$ cat config.mk
export PLATFORM = sky130hd
export DESIGN_NAME = static_linked_list_engine_core_flat
export DESIGN_NICKNAME = d
export VERILOG_FILES = /design/src/design/sll_pkg.sv /design/src/design/sll_if.sv /design/src/design/sll_store.sv /design/src/design/sll_seq.sv /design/src/design/static_linked_list_engine_core.sv /design/src/flat_wrapper.sv
export SDC_FILE = /design/constraint.sdc
export NUM_CORES = 1
export LEC_CHECK = 0
export BUFFER_PORTS_ARGS = -buffer_cell sky130_fd_sc_hd__buf_2
export CAP_MARGIN = 20
export CORE_MARGIN = 10
export CORE_UTILIZATION = 40
export CTS_CLUSTER_SIZE = 25
export DETAILED_ROUTE_END_ITERATION = 10
export HOLD_SLACK_MARGIN = 0.12
export PLACE_DENSITY = 0.6
export SLEW_MARGIN = 15
export SYNTH_ARGS = -nofsm -noshare
export SYNTH_HDL_FRONTEND = slang
export SYNTH_SLANG_ARGS = --single-unit
$ cat constraint.sdc
create_clock -name i_clk -period 4.2 [get_ports i_clk]
set_input_delay 0.63 -clock i_clk [delete_from_list [all_inputs] [get_ports i_clk]]
set_output_delay 0.63 -clock i_clk [all_outputs]
set_load 0.05 [all_outputs]
$ cat src/design/sll_pkg.sv
// Shared constants and types for the static linked list engine.
package sll_pkg;

    localparam int OP_W  = 1;
    localparam int POS_W = 8;
    localparam int VAL_W = 32;
    localparam int LEN_W = 10;
    localparam int IDX_W = 10;   // widest slot index the engine supports

    localparam logic [OP_W-1:0] OP_INSERT = 1'b0;
    localparam logic [OP_W-1:0] OP_READ   = 1'b1;

    // Write command from the sequencer to the list store.
    typedef struct packed {
        logic              link_we;
        logic              val_we;
        logic [IDX_W-1:0]  addr;
        logic [IDX_W-1:0]  link;
        logic [VAL_W-1:0]  value;
    } t_wr_cmd;

endpackage

$ cat src/design/sll_if.sv
// Channel interfaces: request words in, result words out.
interface sll_item_if;
    logic                            valid;
    logic                            ready;
    logic [sll_pkg::OP_W-1:0]        operation;
    logic [sll_pkg::POS_W-1:0]       position;
    logic signed [sll_pkg::VAL_W-1:0] item_value;

    modport source (output valid, operation, position, item_value, input ready);
    modport sink   (input valid, operation, position, item_value, output ready);
endinterface

interface sll_result_if;
    logic                            valid;
    logic                            ready;
    logic                            ok;
    logic signed [sll_pkg::VAL_W-1:0] read_value;
    logic [sll_pkg::LEN_W-1:0]       list_length;

    modport source (output valid, ok, read_value, list_length, input ready);
    modport sink   (input valid, ok, read_value, list_length, output ready);
endinterface

$ cat src/design/sll_store.sv
// Link and value memories plus the head link register.
module sll_store #(
    parameter int SLOTS = 8
) (
    input  logic                         i_clk,
    input  logic                         i_rst_n,
    input  logic [$clog2(SLOTS)-1:0]     i_raddr,
    input  sll_pkg::t_wr_cmd             i_wr,
    output logic [$clog2(SLOTS)-1:0]     o_next,
    output logic [sll_pkg::VAL_W-1:0]    o_rd_val
);
    localparam int IW = $clog2(SLOTS);

    logic [IW-1:0]               r_link_mem [SLOTS];
    logic [sll_pkg::VAL_W-1:0]   r_val_mem  [SLOTS];
    logic [IW-1:0]               r_head;
    logic [IW-1:0]               r_raddr;
    logic [IW-1:0]               r_link_rd;
    logic [sll_pkg::VAL_W-1:0]   r_val_rd;
    logic [IW-1:0]               n_head;
    logic [IW-1:0]               w_addr;
    logic [IW-1:0]               w_link;

    assign w_addr = i_wr.addr[IW-1:0];
    assign w_link = i_wr.link[IW-1:0];

    // slot 0 is the head; its link lives in a register
    always_comb begin
        n_head = r_head;
        if (i_wr.link_we && w_addr == '0) begin
            n_head = w_link;
        end
    end

    always_ff @(posedge i_clk) begin
        if (!i_rst_n) begin
            r_head <= '0;
        end else begin
            r_head <= n_head;
        end
    end

    always_ff @(posedge i_clk) begin
        if (i_wr.link_we && w_addr != '0) begin
            r_link_mem[w_addr] <= w_link;
        end
        if (i_wr.val_we) begin
            r_val_mem[w_addr] <= i_wr.value;
        end
        r_link_rd <= r_link_mem[i_raddr];
        r_val_rd  <= r_val_mem[i_raddr];
        r_raddr   <= i_raddr;
    end

    assign o_next   = (r_raddr == '0) ? r_head : r_link_rd;
    assign o_rd_val = r_val_rd;

endmodule

$ cat src/design/sll_seq.sv
// Sequencer: walks links one hop per cycle and issues the splice writes.
module sll_seq #(
    parameter int SLOTS = 8
) (
    input  logic                         i_clk,
    input  logic                         i_rst_n,
    input  logic                         i_start,
    input  logic [sll_pkg::OP_W-1:0]     i_op,
    input  logic [sll_pkg::POS_W-1:0]    i_pos,
    input  logic [sll_pkg::VAL_W-1:0]    i_val,
    input  logic [$clog2(SLOTS)-1:0]     i_next,
    input  logic [sll_pkg::VAL_W-1:0]    i_rd_val,
    input  logic                         i_res_free,
    output logic [$clog2(SLOTS)-1:0]     o_raddr,
    output sll_pkg::t_wr_cmd             o_wr,
    output logic                         o_idle,
    output logic                         o_done,
    output logic                         o_ok,
    output logic [sll_pkg::VAL_W-1:0]    o_read_value,
    output logic [sll_pkg::LEN_W-1:0]    o_length
);
    localparam int IW = $clog2(SLOTS);
    localparam int XW = sll_pkg::IDX_W;
    localparam int PW = sll_pkg::POS_W;

    localparam logic [2:0] ST_IDLE   = 3'd0;
    localparam logic [2:0] ST_WALK   = 3'd1;
    localparam logic [2:0] ST_LINK   = 3'd2;
    localparam logic [2:0] ST_SPLICE = 3'd3;
    localparam logic [2:0] ST_DONE   = 3'd4;

    logic [2:0]                  r_state, n_state;
    logic [sll_pkg::OP_W-1:0]    r_op, n_op;
    logic [sll_pkg::VAL_W-1:0]   r_val, n_val;
    logic [PW-1:0]               r_rem, n_rem;
    logic [IW-1:0]               r_cur, n_cur;
    logic [IW-1:0]               r_count, n_count;
    logic                        r_ok, n_ok;
    logic [sll_pkg::VAL_W-1:0]   r_rd, n_rd;
    logic [IW-1:0]               w_free;
    logic                        w_full;

    // no deletes: slots are handed out in order, so the free head is count+1
    assign w_free = r_count + IW'(1);
    assign w_full = (r_count == IW'(SLOTS - 1));

    always_comb begin
        n_state = r_state;
        n_op    = r_op;
        n_val   = r_val;
        n_rem   = r_rem;
        n_cur   = r_cur;
        n_count = r_count;
        n_ok    = r_ok;
        n_rd    = r_rd;
        o_raddr = r_cur;
        o_wr    = '0;
        case (r_state)
            ST_IDLE: begin
                o_raddr = '0;
                if (i_start) begin
                    n_op  = i_op;
                    n_val = i_val;
                    n_cur = '0;
                    n_ok  = 1'b0;
                    n_rd  = '0;
                    if (i_pos == '0 || (i_op == sll_pkg::OP_INSERT && w_full)) begin
                        n_state = ST_DONE;
                    end else begin
                        n_rem   = (i_op == sll_pkg::OP_INSERT) ? i_pos - PW'(1) : i_pos;
                        n_state = ST_WALK;
                    end
                end
            end
            ST_WALK: begin
                if (r_rem == '0) begin
                    if (r_op == sll_pkg::OP_INSERT) begin
                        n_state = ST_LINK;
                    end else begin
                        n_ok    = 1'b1;
                        n_rd    = i_rd_val;
                        n_state = ST_DONE;
                    end
                end else if (i_next == '0) begin
                    n_state = ST_DONE;   // ran off the end
                end else begin
                    o_raddr = i_next;
                    n_cur   = i_next;
                    n_rem   = r_rem - PW'(1);
                end
            end
            ST_LINK: begin
                o_wr.link_we = 1'b1;
                o_wr.val_we  = 1'b1;
                o_wr.addr    = XW'(w_free);
                o_wr.link    = XW'(i_next);
                o_wr.value   = r_val;
                n_state      = ST_SPLICE;
            end
            ST_SPLICE: begin
                o_wr.link_we = 1'b1;
                o_wr.addr    = XW'(r_cur);
                o_wr.link    = XW'(w_free);
                n_count      = r_count + IW'(1);
                n_ok         = 1'b1;
                n_state      = ST_DONE;
            end
            ST_DONE: begin
                if (i_res_free) begin
                    n_state = ST_IDLE;
                end
            end
            default: begin
                n_state = ST_IDLE;
            end
        endcase
    end

    always_ff @(posedge i_clk) begin
        if (!i_rst_n) begin
            r_state <= ST_IDLE;
            r_count <= '0;
        end else begin
            r_state <= n_state;
            r_count <= n_count;
        end
    end

    always_ff @(posedge i_clk) begin
        r_op  <= n_op;
        r_val <= n_val;
        r_rem <= n_rem;
        r_cur <= n_cur;
        r_ok  <= n_ok;
        r_rd  <= n_rd;
    end

    assign o_idle       = (r_state == ST_IDLE);
    assign o_done       = (r_state == ST_DONE);
    assign o_ok         = r_ok;
    assign o_read_value = r_rd;
    assign o_length     = sll_pkg::LEN_W'(r_count);

endmodule

$ cat src/design/static_linked_list_engine_core.sv
// Top level of the static linked list engine.
// Array-backed singly linked list, SLOTS slots; slot 0 is the head and
// index 0 means "none". Request words arrive on i_item (operation,
// position, item_value); each one yields exactly one result word on
// o_result (ok, read_value, list_length). Both channels use valid/ready.
// Insert puts item_value at 1-based position; read returns the value there.
// Timing: one request at a time. A word is taken only while the sequencer
// is idle, then the link walk runs one hop per cycle through the link
// memory's registered read port. After its walk an insert passes through
// ST_LINK and ST_SPLICE to ST_DONE, a read goes straight to ST_DONE, and
// position 0 or a full-list insert fails without a walk. A walk stops
// early at the list's end, bounded by its length (at most SLOTS-1 hops).
// The result sits in an output register; a new request is accepted while
// it waits, and the sequencer holds its finished result until the
// register frees up when o_result is stalled.
// Reset (i_rst_n low, synchronous) empties the list at once: head link,
// count and control clear; no memory sweep is needed because slots are
// handed out in order and never freed, so stale entries are never walked.
module static_linked_list_engine_core #(
    parameter int SLOTS = 8
) (
    input  logic                 i_clk,
    input  logic                 i_rst_n,
    sll_item_if.sink             i_item,
    sll_result_if.source         o_result
);
    localparam int IW = $clog2(SLOTS);

    logic [IW-1:0]                  w_raddr;
    logic [IW-1:0]                  w_next;
    logic [sll_pkg::VAL_W-1:0]      w_rd_val;
    sll_pkg::t_wr_cmd               w_wr;
    logic                           w_idle;
    logic                           w_done;
    logic                           w_ok;
    logic [sll_pkg::VAL_W-1:0]      w_read_value;
    logic [sll_pkg::LEN_W-1:0]      w_length;
    logic                           w_res_free;
    logic                           w_start;

    logic                           r_out_valid, n_out_valid;
    logic                           r_out_ok;
    logic [sll_pkg::VAL_W-1:0]      r_out_value;
    logic [sll_pkg::LEN_W-1:0]      r_out_len;

    assign i_item.ready = w_idle;
    assign w_start      = i_item.valid && w_idle;

    // output register can take a word when empty or being drained
    assign w_res_free   = !r_out_valid || o_result.ready;

    sll_seq #(.SLOTS(SLOTS)) u_seq (
        .i_clk        (i_clk),
        .i_rst_n      (i_rst_n),
        .i_start      (w_start),
        .i_op         (i_item.operation),
        .i_pos        (i_item.position),
        .i_val        (i_item.item_value),
        .i_next       (w_next),
        .i_rd_val     (w_rd_val),
        .i_res_free   (w_res_free),
        .o_raddr      (w_raddr),
        .o_wr         (w_wr),
        .o_idle       (w_idle),
        .o_done       (w_done),
        .o_ok         (w_ok),
        .o_read_value (w_read_value),
        .o_length     (w_length)
    );

    sll_store #(.SLOTS(SLOTS)) u_store (
        .i_clk    (i_clk),
        .i_rst_n  (i_rst_n),
        .i_raddr  (w_raddr),
        .i_wr     (w_wr),
        .o_next   (w_next),
        .o_rd_val (w_rd_val)
    );

    always_comb begin
        n_out_valid = r_out_valid;
        if (w_done && w_res_free) begin
            n_out_valid = 1'b1;
        end else if (o_result.ready) begin
            n_out_valid = 1'b0;
        end
    end

    always_ff @(posedge i_clk) begin
        if (!i_rst_n) begin
            r_out_valid <= 1'b0;
        end else begin
            r_out_valid <= n_out_valid;
        end
    end

    always_ff @(posedge i_clk) begin
        if (w_done && w_res_free) begin
            r_out_ok    <= w_ok;
            r_out_value <= w_read_value;
            r_out_len   <= w_length;
        end
    end

    assign o_result.valid       = r_out_valid;
    assign o_result.ok          = r_out_ok;
    assign o_result.read_value  = r_out_value;
    assign o_result.list_length = r_out_len;

endmodule

$ cat src/flat_wrapper.sv
// flat-port wrapper written by rule: the top's interface ports become plain ports
module static_linked_list_engine_core_flat 
#(
    parameter int SLOTS = 8
)
  (i_clk, i_rst_n, i_item_valid, i_item_operation, i_item_position, i_item_item_value, i_item_ready, o_result_valid, o_result_ok, o_result_read_value, o_result_list_length, o_result_ready);
  sll_item_if i_item_i ();
  sll_result_if o_result_i ();
  input  logic i_clk;
  input  logic i_rst_n;
  input wire logic [$bits(i_item_i.valid)-1:0] i_item_valid;
  input wire logic [$bits(i_item_i.operation)-1:0] i_item_operation;
  input wire logic [$bits(i_item_i.position)-1:0] i_item_position;
  input wire logic [$bits(i_item_i.item_value)-1:0] i_item_item_value;
  output wire logic [$bits(i_item_i.ready)-1:0] i_item_ready;
  output wire logic [$bits(o_result_i.valid)-1:0] o_result_valid;
  output wire logic [$bits(o_result_i.ok)-1:0] o_result_ok;
  output wire logic [$bits(o_result_i.read_value)-1:0] o_result_read_value;
  output wire logic [$bits(o_result_i.list_length)-1:0] o_result_list_length;
  input wire logic [$bits(o_result_i.ready)-1:0] o_result_ready;
  assign i_item_i.valid = i_item_valid;
  assign i_item_i.operation = i_item_operation;
  assign i_item_i.position = i_item_position;
  assign i_item_i.item_value = i_item_item_value;
  assign i_item_ready = i_item_i.ready;
  assign o_result_valid = o_result_i.valid;
  assign o_result_ok = o_result_i.ok;
  assign o_result_read_value = o_result_i.read_value;
  assign o_result_list_length = o_result_i.list_length;
  assign o_result_i.ready = o_result_ready;
  static_linked_list_engine_core #(.SLOTS(SLOTS)) u_core (.i_clk(i_clk), .i_rst_n(i_rst_n), .i_item(i_item_i), .o_result(o_result_i));
endmodule
==> impl_metrics.toml <==
[status]
status = "complete, no violations"

[floorplanning]
ios = 90
rows = 75
dieHeight_um = 227
start_util_pct = 40.6
die_area_mm2 = 0.0514
core_area_mm2 = 0.0421
die_w_um = 227

[yosys]
yosysTopAreaCellShare_pct = 69.0
yosysMostFrequentCell = "edfxtp_1"
ys_top_cells_by_count = "393 x edfxtp_1, 176 x and3_1, 98 x a2111oi_0"
synthArstFlopShare_pct = 0
yosys.area.top_type = "edfxtp_1"
syn-cell-area_mm2 = 0.0171
synth.distinct_cells = 56
yosysWarnings = 0
syn_inst = 1104
synth-edff-count = 393
synth.avg_cell_area_um2 = 15.5
synth_area_leaders = "edfxtp_1 69%, and3_1 6.4%, dfxtp_1 5.6%"
synth-seq-area-share_pct = 74.6
ys_ff_latch = 441
ys.flop_type = "edfxtp_1"

[grt]
grtUsageMet2_pct = 22.4
grt_max_degree = 109
met3_usage_pct = 3.05
grt_pass1_wl_um = 60000
antenna_found_initial = 2
grt.busiest_layer = "met2"
grt_pass1_vias = 9667
grt.overflow.total = 0
grt_use_total_pct = 15.1
grt_use_met1_pct = 21.8

[final_layout]
diodes = 0
drive_gt1_share_pct = 17.2
nets = 1232
area_growth_syn_to_layout_pct = 14.2
fin_area_mm2 = 0.0195
instances_no_fill = 1757

[timing]
rsz0062_at_grt = "false"
slew-limit-headroom_pct = 33.2
setup_ws_ns = 0.925
hold_viol_final = 0
fmax_mhz = 305
finalClockSkew_ns = 0.0273
worst_pin_slew_ns = 0.992
setup_tns_ns = 0
slew_viol_final = 0
setup_violations = 0
min_period_over_period_pct = 78.0
fin_crit_ns = 3.28

[route]
drt_iter0_markers = 1003
antenna_left = 0
drc_errors = 0
dr.pass1.iters = 5
routed_via_density = 5.64
wl_um = 39300
vias = 9914
wl_per_cell_um = 22.4

[place]
hpwl_um = 22300
place_congestion = 0.779
place.port_buffers = 82
placed_cells = 1674
post_dp_cell_area_mm2 = 0.0181
pre_cts_slack_ns = 0.934

[setup_path]
critPathRequiredTime_ns = 4.63
cp.arrival_ns = 3.70
critical_path.top_delay_family = "simple AND/OR/NAND/NOR gates"
worst-setup-path-type = "flip-flop to flip-flop"
worstPathMaxFanout = 80
path_cells = "inv_1 -> ha_1 -> nor3b_2 -> nand2_1 -> a32oi_4 -> nand2_4 -> buf_12 -> a2111oi_0 -> nor4_1"
worstPathBufferInverterCount = 2
cpMaxStageDelayCell = "a2111oi_0"
end_kind = "flip-flop"
critPathLaunchType = "flip-flop"
critPathMaxStageDelay_ns = 0.53

[clock_network]
post_cts_buffers = 0
root_buffer = "clkbuf_16"
numCtsBuffers = 45
h-tree-depth = 2
cts_tree = "built"
clock-sinks = 441
path_clk_slew_ns = 0.06
clkLatencyLatePin_ns = 0.57
hold_buffers = 0
clockBufferDepth = 3
cts_resized = 0

[pwr]
p_leak_nw = 5.80
power_mw = 10.5
ir_worst_vdd_mv = 0.288
power_density_mw_per_mm2 = 538

[hold_path]
hp-class = "input port to flip-flop"

[job]
maxCapViolCount = 0
[state kept, by name, summed over array words and instances (netlist names), 3 cells and up]
register,cells
u_core.o_result.list_length,3
u_core.o_result.read_value,32
u_core.u_seq.o_read_value,32
u_core.u_seq.r_count,3
u_core.u_seq.r_cur,3
u_core.u_seq.r_rem,8
u_core.u_seq.r_state,3
u_core.u_seq.r_val,32
u_core.u_store.o_rd_val,32
u_core.u_store.r_head,3
u_core.u_store.r_link_mem,24
u_core.u_store.r_link_rd,3
u_core.u_store.r_raddr,3
u_core.u_store.r_val_mem,256
[report_power, final]
group / leakage, nW / switching, mW / internal, mW / total [mW]
logic: 1.71 / 0.923 / 0.491 / 1.41
clock network: 0.684 / 1.60 / 2.28 / 3.88
registers: 3.41 / 0.161 / 5.06 / 5.22
total: 5.80 / 2.68 / 7.84 / 10.5
[layout make-up]
type / instances / area (um2)
Sequential cell: 441 / 12800
Clock buffer: 66 / 1230
Timing Repair Buffer: 117 / 696
Fill cell: 3585 / 22600
Inverter: 12 / 45.0
Multi-Input combinational cell: 565 / 3940
Clock inverter: 17 / 190
Tap cell: 539 / 674
[worst paths after layout]
check / from / end / slack [ns] / depth (start not counted)
setup / recovery: u_core.u_seq.r_rem[0]$_DFFE_PP_ / u_core.u_store.o_rd_val[14]$_DFF_P_ / 0.92 / 9
hold / removal: i_item_item_value[14] / u_core.u_seq.r_val[14]$_DFFE_PP_ / 0.24 / 1
setup reg to reg: u_core.u_seq.r_rem[0]$_DFFE_PP_ / u_core.u_store.o_rd_val[14]$_DFF_P_ / 0.92 / 9
hold reg to reg: u_core.u_seq.o_read_value[30]$_SDFFCE_PN0P_ / u_core.o_result.read_value[30]$_DFFE_PP_ / 0.42 / 0
[logic make-up after synthesis]
kind of cell	share of synthesized area (%)
AOI/OAI and AO/OA	8.94
xor gates and xnor gates	0.614
DFF	74.6
other	0.0219
muxes	0.563
adders and majority gates	0.366
and+or+nand+nor	11.8
buffers and inverters	3.05
[stage by stage]
| step | utilization [%] | hold WS (ns) |
|---|---|---|
| floorplan | - | 0.400 |
| global placement | 43.0 | 0.402 |
| detailed placement | 43.0 | 0.405 |
| CTS | 46.4 | 0.209 |
| global route | 46.4 | 0.215 |
| finish | 46.4 | 0.238 |
[layer usage]
layer	vias up	part of all wire (%)
met4	0	2.4
met5	-	0
met3	64	8.0
li1	4566	-
met1	4916	46
met2	368	44
[cells in the final DEF, fill, tap and decap left out, types with 3 or more instances in the layout]
| cell | synthesis | final |
|---|---|---|
| xor2_1 | 3 | 3 |
| dfxtp_1 | 48 | 47 |
| clkbuf_8 | 0 | 3 |
| a21oi_1 | 11 | 11 |
| o21a_1 | 3 | 3 |
| and2_1 | 35 | 35 |
| nor4_1 | 39 | 39 |
| edfxtp_1 | 393 | 393 |
| nand2_1 | 22 | 22 |
| mux2_2 | 5 | 5 |
| xnor2_1 | 9 | 9 |
| buf_4 | 7 | 32 |
| bufinv_16 | 0 | 4 |
| nor2b_1 | 7 | 6 |
| inv_1 | 11 | 10 |
| clkinv_1 | 0 | 7 |
| o21ai_0 | 8 | 8 |
| clkbuf_16 | 0 | 45 |
| a2111oi_1 | 7 | 7 |
| nor2_2 | 2 | 5 |
| clkbuf_1 | 56 | 18 |
| nor2_1 | 40 | 32 |
| nor3_2 | 0 | 3 |
| clkinv_2 | 0 | 3 |
| nor3_1 | 7 | 4 |
| buf_2 | 18 | 83 |
| mux2i_1 | 4 | 4 |
| conb_1 | 1 | 10 |
| and3_1 | 176 | 175 |
| nand3_1 | 4 | 4 |
| ha_1 | 5 | 5 |
| a2111oi_0 | 98 | 98 |
| nor2_4 | 1 | 6 |
| a211oi_1 | 38 | 38 |
Power figures use the tool's default switching activity.
